===== src/design/wsdf_pkg.sv =====
// Shared constants and result type for the WebSocket frame deframer.
package wsdf_pkg;

	localparam int unsigned LENGTH_BITS_DEFAULT = 64;
	localparam logic [31:0] MAX_MSG_RESET       = 32'd65536;

	localparam logic [3:0] OPC_CLOSE = 4'h8;
	localparam logic [3:0] OPC_PING  = 4'h9;

	localparam logic [6:0] LEN7_EXT16 = 7'd126;
	localparam logic [6:0] LEN7_EXT64 = 7'd127;

	localparam logic [1:0] EV_NONE      = 2'd0;
	localparam logic [1:0] EV_CLOSE     = 2'd1;
	localparam logic [1:0] EV_PING      = 2'd2;
	localparam logic [1:0] EV_TOO_LARGE = 2'd3;

	typedef struct packed {
		logic       has_byte;
		logic [7:0] payload_byte;
		logic [3:0] message_opcode;
		logic       frame_end;
		logic       message_end;
		logic [1:0] event_res;
	} res_t;

endpackage


===== src/design/websocket_frame_deframer_unit.sv =====
// WebSocket frame deframer: byte-serial frame parser, unmasking and event flags.
//
// Input channel: one received byte per item on data_byte, taken at a clock edge
// where in_valid is high and in_stall is low. Header bytes give no result except
// the byte that completes the header of a zero-length frame or the length of an
// oversize message. Each payload byte gives one result with the unmasked byte and
// the message opcode.
// Output channel: one result per item on out_valid/out_stall with has_byte,
// payload_byte, message_opcode, frame_end, message_end and event_res.
// Throughput: one byte per cycle while in_stall is low; the whole parse step for
// a byte sits between the state registers and the output register. A result is
// registered in the output register, or in the skid register on a stall.
// The output register is backed by a one-entry skid register, so the input keeps
// flowing for one result while the receiver stalls; in_stall rises only once the
// skid entry is full, and falls on the cycle after the receiver drains it.
// max_message_bytes is written through cfg_wr_en/cfg_wr_data; the user must write it
// only while idle, which the block does not enforce. Once a close message ends or a
// message is too large, all further bytes are dropped. Reset (arst_n low) clears parse
// state, empties both result registers and restores max_message_bytes to 65536.
module websocket_frame_deframer_unit #(
	parameter int unsigned LENGTH_BITS = wsdf_pkg::LENGTH_BITS_DEFAULT
) (
	input  logic        clk,
	input  logic        arst_n,
	input  logic        cfg_wr_en,
	input  logic [31:0] cfg_wr_data,
	input  logic        in_valid,
	output logic        in_stall,
	input  logic [7:0]  data_byte,
	output logic        out_valid,
	input  logic        out_stall,
	output logic        has_byte,
	output logic [7:0]  payload_byte,
	output logic [3:0]  message_opcode,
	output logic        frame_end,
	output logic        message_end,
	output logic [1:0]  event_res
);
	import wsdf_pkg::*;

	localparam logic [2:0] PH_HDR0    = 3'd0;
	localparam logic [2:0] PH_HDR1    = 3'd1;
	localparam logic [2:0] PH_EXT     = 3'd2;
	localparam logic [2:0] PH_MASK    = 3'd3;
	localparam logic [2:0] PH_PAYLOAD = 3'd4;
	localparam logic [2:0] PH_DEAD    = 3'd5;

	localparam int unsigned CW = (LENGTH_BITS > 33) ? LENGTH_BITS : 33;

	logic [31:0]            max_q;
	logic [2:0]             phase_q, phase_n;
	logic [2:0]             cnt_q, cnt_n;
	logic [LENGTH_BITS-1:0] rem_q, rem_n;
	logic                   ovf_q, ovf_n;
	logic [31:0]            key_q, key_n;
	logic                   mask_en_q, mask_en_n;
	logic [1:0]             pos_q, pos_n;
	logic                   fin_q, fin_n;
	logic [3:0]             held_q, held_n;
	logic [32:0]            total_q, total_n;

	logic       accept;
	logic       res_v;
	res_t       res;
	logic       do_len, do_hdr, do_end;
	logic       end_has;
	logic [7:0] end_byte;
	logic [7:0] key_byte;
	logic [CW-1:0] len_ext, room_ext;
	logic       too_large;

	res_t out_s1, skid_q;
	logic ov_s1, sk_q;
	logic pop;

	assign accept = in_valid && !in_stall;
	assign in_stall = sk_q;
	assign pop = ov_s1 && !out_stall;

	assign key_byte = 8'(key_q >> {~pos_q, 3'b000});
	assign len_ext  = CW'(rem_n);
	assign room_ext = CW'(max_q) - CW'(total_q);

	always_comb begin
		phase_n   = phase_q;
		cnt_n     = cnt_q;
		rem_n     = rem_q;
		ovf_n     = ovf_q;
		key_n     = key_q;
		mask_en_n = mask_en_q;
		pos_n     = pos_q;
		fin_n     = fin_q;
		held_n    = held_q;
		total_n   = total_q;
		res_v     = 1'b0;
		res       = '0;
		do_len    = 1'b0;
		do_hdr    = 1'b0;
		do_end    = 1'b0;
		end_has   = 1'b0;
		end_byte  = 8'd0;
		too_large = 1'b0;

		unique case (phase_q)
			PH_HDR0: begin
				fin_n = data_byte[7];
				if (held_q == 4'd0) begin
					held_n = data_byte[3:0];
				end
				phase_n = PH_HDR1;
			end
			PH_HDR1: begin
				mask_en_n = data_byte[7];
				ovf_n     = 1'b0;
				rem_n     = '0;
				if (data_byte[6:0] == LEN7_EXT16) begin
					cnt_n   = 3'd1;
					phase_n = PH_EXT;
				end else if (data_byte[6:0] == LEN7_EXT64) begin
					cnt_n   = 3'd7;
					phase_n = PH_EXT;
				end else begin
					rem_n  = LENGTH_BITS'(data_byte[6:0]);
					do_len = 1'b1;
				end
			end
			PH_EXT: begin
				rem_n = {rem_q[LENGTH_BITS-9:0], data_byte};
				ovf_n = ovf_q || (rem_q[LENGTH_BITS-1 -: 8] != 8'd0);
				if (cnt_q != 3'd0) begin
					cnt_n = cnt_q - 3'd1;
				end else begin
					do_len = 1'b1;
				end
			end
			PH_MASK: begin
				key_n = {key_q[23:0], data_byte};
				if (cnt_q != 3'd0) begin
					cnt_n = cnt_q - 3'd1;
				end else begin
					do_hdr = 1'b1;
				end
			end
			PH_PAYLOAD: begin
				rem_n = rem_q - LENGTH_BITS'(1);
				pos_n = pos_q + 2'd1;
				if (rem_n == '0) begin
					do_end   = 1'b1;
					end_has  = 1'b1;
					end_byte = data_byte ^ (mask_en_q ? key_byte : 8'd0);
				end else begin
					res_v              = 1'b1;
					res.has_byte       = 1'b1;
					res.payload_byte   = data_byte ^ (mask_en_q ? key_byte : 8'd0);
					res.message_opcode = held_q;
					res.event_res      = EV_NONE;
				end
			end
			default: begin
				phase_n = PH_DEAD;
			end
		endcase

		if (do_len) begin
			too_large = ovf_n || (CW'(total_q) > CW'(max_q)) || (len_ext > room_ext);
			if (too_large) begin
				res_v              = 1'b1;
				res.message_opcode = held_n;
				res.event_res      = EV_TOO_LARGE;
				phase_n            = PH_DEAD;
			end else begin
				total_n = total_q + len_ext[32:0];
				key_n   = '0;
				if (mask_en_n) begin
					cnt_n   = 3'd3;
					phase_n = PH_MASK;
				end else begin
					do_hdr = 1'b1;
				end
			end
		end

		if (do_hdr) begin
			pos_n = 2'd0;
			if (rem_n == '0) begin
				do_end = 1'b1;
			end else begin
				phase_n = PH_PAYLOAD;
			end
		end

		if (do_end) begin
			res_v              = 1'b1;
			res.has_byte       = end_has;
			res.payload_byte   = end_byte;
			res.message_opcode = held_n;
			res.frame_end      = 1'b1;
			res.message_end    = fin_n;
			res.event_res      = EV_NONE;
			phase_n            = PH_HDR0;
			if (fin_n) begin
				if (held_n == OPC_CLOSE) begin
					res.event_res = EV_CLOSE;
					phase_n       = PH_DEAD;
				end else if (held_n == OPC_PING) begin
					res.event_res = EV_PING;
				end
				held_n  = 4'd0;
				total_n = '0;
			end
		end
	end

	always_ff @(posedge clk or negedge arst_n) begin
		if (!arst_n) begin
			max_q     <= MAX_MSG_RESET;
			phase_q   <= PH_HDR0;
			cnt_q     <= '0;
			rem_q     <= '0;
			ovf_q     <= 1'b0;
			key_q     <= '0;
			mask_en_q <= 1'b0;
			pos_q     <= '0;
			fin_q     <= 1'b0;
			held_q    <= '0;
			total_q   <= '0;
		end else begin
			if (cfg_wr_en) begin
				max_q <= cfg_wr_data;
			end
			if (accept) begin
				phase_q   <= phase_n;
				cnt_q     <= cnt_n;
				rem_q     <= rem_n;
				ovf_q     <= ovf_n;
				key_q     <= key_n;
				mask_en_q <= mask_en_n;
				pos_q     <= pos_n;
				fin_q     <= fin_n;
				held_q    <= held_n;
				total_q   <= total_n;
			end
		end
	end

	always_ff @(posedge clk or negedge arst_n) begin
		if (!arst_n) begin
			ov_s1 <= 1'b0;
			sk_q  <= 1'b0;
		end else begin
			if (pop || !ov_s1) begin
				if (sk_q) begin
					ov_s1 <= 1'b1;
					sk_q  <= 1'b0;
				end else begin
					ov_s1 <= accept && res_v;
				end
			end else if (accept && res_v) begin
				sk_q <= 1'b1;
			end
		end
	end

	always_ff @(posedge clk) begin
		if (pop || !ov_s1) begin
			out_s1 <= sk_q ? skid_q : res;
		end else if (accept && res_v) begin
			skid_q <= res;
		end
	end

	assign out_valid      = ov_s1;
	assign has_byte       = out_s1.has_byte;
	assign payload_byte   = out_s1.payload_byte;
	assign message_opcode = out_s1.message_opcode;
	assign frame_end      = out_s1.frame_end;
	assign message_end    = out_s1.message_end;
	assign event_res      = out_s1.event_res;

`ifndef SYNTHESIS
	a_skid_implies_out: assert property (@(posedge clk) disable iff (!arst_n)
		sk_q |-> ov_s1)
		else $error("skid entry held while output register empty");

	a_dead_sticky: assert property (@(posedge clk) disable iff (!arst_n)
		phase_q == PH_DEAD |=> phase_q == PH_DEAD)
		else $error("parser left the discard state");

	a_empty_result_ends_frame: assert property (@(posedge clk) disable iff (!arst_n)
		(out_valid && !has_byte && event_res != EV_TOO_LARGE) |-> frame_end)
		else $error("result without byte does not end a frame");

	a_too_large_alone: assert property (@(posedge clk) disable iff (!arst_n)
		(out_valid && event_res == EV_TOO_LARGE) |-> (!frame_end && !has_byte))
		else $error("too-large result carries frame data");
`endif

endmodule


===== config.mk =====
export PLATFORM = sky130hd
export DESIGN_NAME = websocket_frame_deframer_unit
export DESIGN_NICKNAME = d
export VERILOG_FILES = /design/src/design/wsdf_pkg.sv /design/src/design/websocket_frame_deframer_unit.sv
export SDC_FILE = /design/constraint.sdc
export NUM_CORES = 1
export LEC_CHECK = 0
export BUFFER_PORTS_ARGS = -buffer_cell sky130_fd_sc_hd__clkbuf_2
export CAP_MARGIN = 20
export CELL_PAD_IN_SITES_DETAIL_PLACEMENT = 1
export CELL_PAD_IN_SITES_GLOBAL_PLACEMENT = 1
export CORE_MARGIN = 10
export CORE_UTILIZATION = 35
export CTS_BUF_LIST = sky130_fd_sc_hd__clkbuf_8 sky130_fd_sc_hd__clkbuf_16
export CTS_CLUSTER_DIAMETER = 50
export DETAILED_ROUTE_END_ITERATION = 8
export GPL_ROUTABILITY_DRIVEN = 1
export PLACE_DENSITY_LB_ADDON = 0.1
export SETUP_SLACK_MARGIN = 0.05
export SYNTH_ARGS = -nofsm -noshare
export SYNTH_HDL_FRONTEND = slang
export SYNTH_SLANG_ARGS = --single-unit

===== constraint.sdc =====
create_clock -name clk -period 9.8 [get_ports clk]
set_input_delay 2.45 -clock clk [delete_from_list [all_inputs] [get_ports clk]]
set_output_delay 2.45 -clock clk [all_outputs]
set_load 0.01 [all_outputs]

==> impl_metrics.yaml <==
yosys:
  syn_area_um2: 17300
  yosysSeqAreaShare: 0.316
  synth.area.top_cells: "dfrtp_1 26%, ha_1 9.5%, nand2_1 6.3%"
  synth_cells: 2073
  synth_top_cell_area_share: 0.255
  synth_nets: 2252
  synth-async-reset-ratio: 0.840
  synth_ff_type: "dfrtp_1"
  ys_types: 95
  ys_ff_latch: 212
  ys_warn_count: 0
  synth.avg_cell_area_um2: 8.36
  synth_edf_count: 34
  synth_top_cell_by_area: "dfrtp_1"
pwr:
  power_mw: 5.97
  power.leakage_nw: 8.81
  irDropWorstVdd_mv: 0.132
  power_density_nw_per_um2: 305
cts:
  root_buffer: "clkbuf_16"
  numCtsBuffers: 38
  post_cts_buffers: 0
  cts_sinks: 212
  clk_latency_ns: 0.56
  postCtsHoldBufs: 0
  cts_tree: "yes"
  clk_pin_slew_ns: 0.06
  ctsResizeCount: 0
  clk_path_buf_depth: 3
  htreeDepth: 2
final_layout:
  regArea_um2: 5480
  layout_commonest_cell: "nand2_1"
  final-instance-count-excl-fill: 2761
  nets: 2248
  post_route_cells_drive_above_1_share: 0.124
  mostFrequentLayoutCells: "290 x nand2_1, 176 x dfrtp_1, 132 x o21ai_0, 132 x ha_1, 121 x a21oi_1"
  fillCellCount: 5725
  multi_input_area_um2: 10900
  n_antenna_cell: 0
  final_util: 0.400
  final_cell_area_um2: 19600
  area_growth_pct: 13.0
critical_path:
  critPathMaxFanout: 14
  cp_slowest_cell: "nor4_1"
  start_kind: "flip-flop"
  path_class: "flip-flop to flip-flop"
  arrival_ns: 8.76
  worstPathRequired_ns: 10.04
  slowest_delay_ns: 0.72
  cp-end-kind: "flip-flop"
  cpMostUsedCell: "a21o_1"
grt:
  antenna_found_initial: 2
  grt_remaining_overflow: 0
  grt_pass1_wl_um: 105000
  grt_usage: 0.223
  grt_max_degree: 96
  grt_pass1_vias: 17100
sta:
  final.setup.tns_ns: 0
  fin_skew_ns: 0.0249
  tightest_slew_ns: 1.15
  min_period_ns: 8.52
  final.period_utilization: 0.869
  slew_viol_final: 0
  finalSetupViolCount: 0
  clock.fmax_mhz: 117
  hold_ws_ns: 0.475
  rsz0062_at_grt: "false"
  finalHoldViolCount: 0
  slew_headroom: 0.231
  fin_ws_ns: 1.28
die:
  die_area_um2: 58800
  pin_count: 64
  die_w_um: 243
  core_um2: 49000
  chipHeight_um: 243
  rows: 81
  start_util: 0.354
drt:
  ant_nets: 0
  drt_iter0_markers: 1341
  wirelength_um: 66800
  drt_pass1_iterations: 5
  drc_errors: 0
  vias: 16600
  post_drt_wl_per_cell_um: 24.2
  viasPerCell: 6.02
place:
  place_worst_setup_slack_ns: 1.14
  dp_cells: 2691
  port_buffers: 63
  dpl_cell_area_um2: 18200
  dp_hpwl_um: 48300
  routabilityCongestion: 0.923
worst_hold_path:
  min_path_type: "flip-flop to flip-flop"
run_status:
  outcome: "completed"
run:
  max_cap_violations: 0
## worst paths after layout
| kind | startpoint | to | slack (ns) | cells after the start |
|---|---|---|---|---|
| worst max-delay path | max_q[0] | skid_q[3] | 1.28 | 29 |
| max in group asynchronous | arst_n | total_q[9] | 6.60 | 2 |
| worst min-delay path | fin_q | fin_q | 0.47 | 2 |
| worst max register to register | max_q[0] | skid_q[3] | 1.28 | 29 |
| worst min register to register | fin_q | fin_q | 0.47 | 2 |
| min in group asynchronous | arst_n | in_stall | 1.95 | 1 |
## cell usage after synthesis (36+ instances only)
cell      instances
a22o_1           67
nand4_1          41
a21o_1           42
nor4_1           45
nand2_1         290
clkbuf_1        114
xnor2_1          48
xor2_1           42
mux2_2           36
inv_1           106
nor2_1          118
dfrtp_1         177
nand3_1          51
ha_1            132
nor3_1           56
a21oi_1         122
o21ai_0         132
## critical path: cells and delay by family (launching register included)
| family | cells | cell delay [ns] |
|---|---|---|
| compound gates | 13 | 3.03 |
| xor+xnor | 1 | 0.09 |
| fa+ha+maj | 3 | 0.89 |
| buf+inv | 4 | 0.59 |
| flops | 1 | 0.36 |
| simple gates | 8 | 3.24 |
## registers in the layout (all words and copies together) (netlist names)
signal	cells
pos_q	2
skid_q	17
out_valid	1
message_opcode	4
in_stall	1
phase_q	3
fin_q	1
event_res	2
rem_q	64
has_byte	1
total_q	33
payload_byte	8
mask_en_q	1
message_end	1
ovf_q	1
held_q	4
frame_end	1
key_q	32
max_q	32
cnt_q	3
## report_power, final
group / internal, mW / leakage (nW) / switching, mW / total, mW
Combinational: 1.03 / 5.47 / 2.02 / 3.05
Clock: 0.920 / 0.663 / 0.505 / 1.43
Sequential: 1.11 / 2.68 / 0.382 / 1.49
## final cells by class
class | instances | area share
Clock buffer | 43 | 0.0526
Clock inverter | 25 | 0.0162
Inverter | 107 | 0.0205
Multi-Input combinational cell | 1607 | 0.555
Sequential cell | 212 | 0.279
Tap cell | 664 | 0.0424
Timing Repair Buffer | 103 | 0.0336
## kinds of logic (layout without fill, tap and decap cells)
| kind of cell | after synthesis | count (layout) | share of synthesized area |
|---|---|---|---|
| xor gates and xnor gates | 90 | 90 | 0.0455 |
| buffers and inverters | 254 | 278 | 0.0593 |
| and+or+nand+nor | 755 | 755 | 0.218 |
| AOI/OAI and AO/OA | 581 | 581 | 0.229 |
| adders and majority gates | 135 | 135 | 0.0981 |
| muxes | 46 | 46 | 0.0349 |
| DFF | 212 | 212 | 0.316 |
## routing by layer
layer | up-vias | GRT usage | routed length [um]
met5 | - | 0 | 13
met4 | 2 | 0.0935 | 2630
met3 | 124 | 0.0342 | 3490
met2 | 466 | 0.352 | 30300
met1 | 8380 | 0.300 | 30300
li1 | 7662 | - | -
Note: power is estimated with default switching activity, not from simulation.
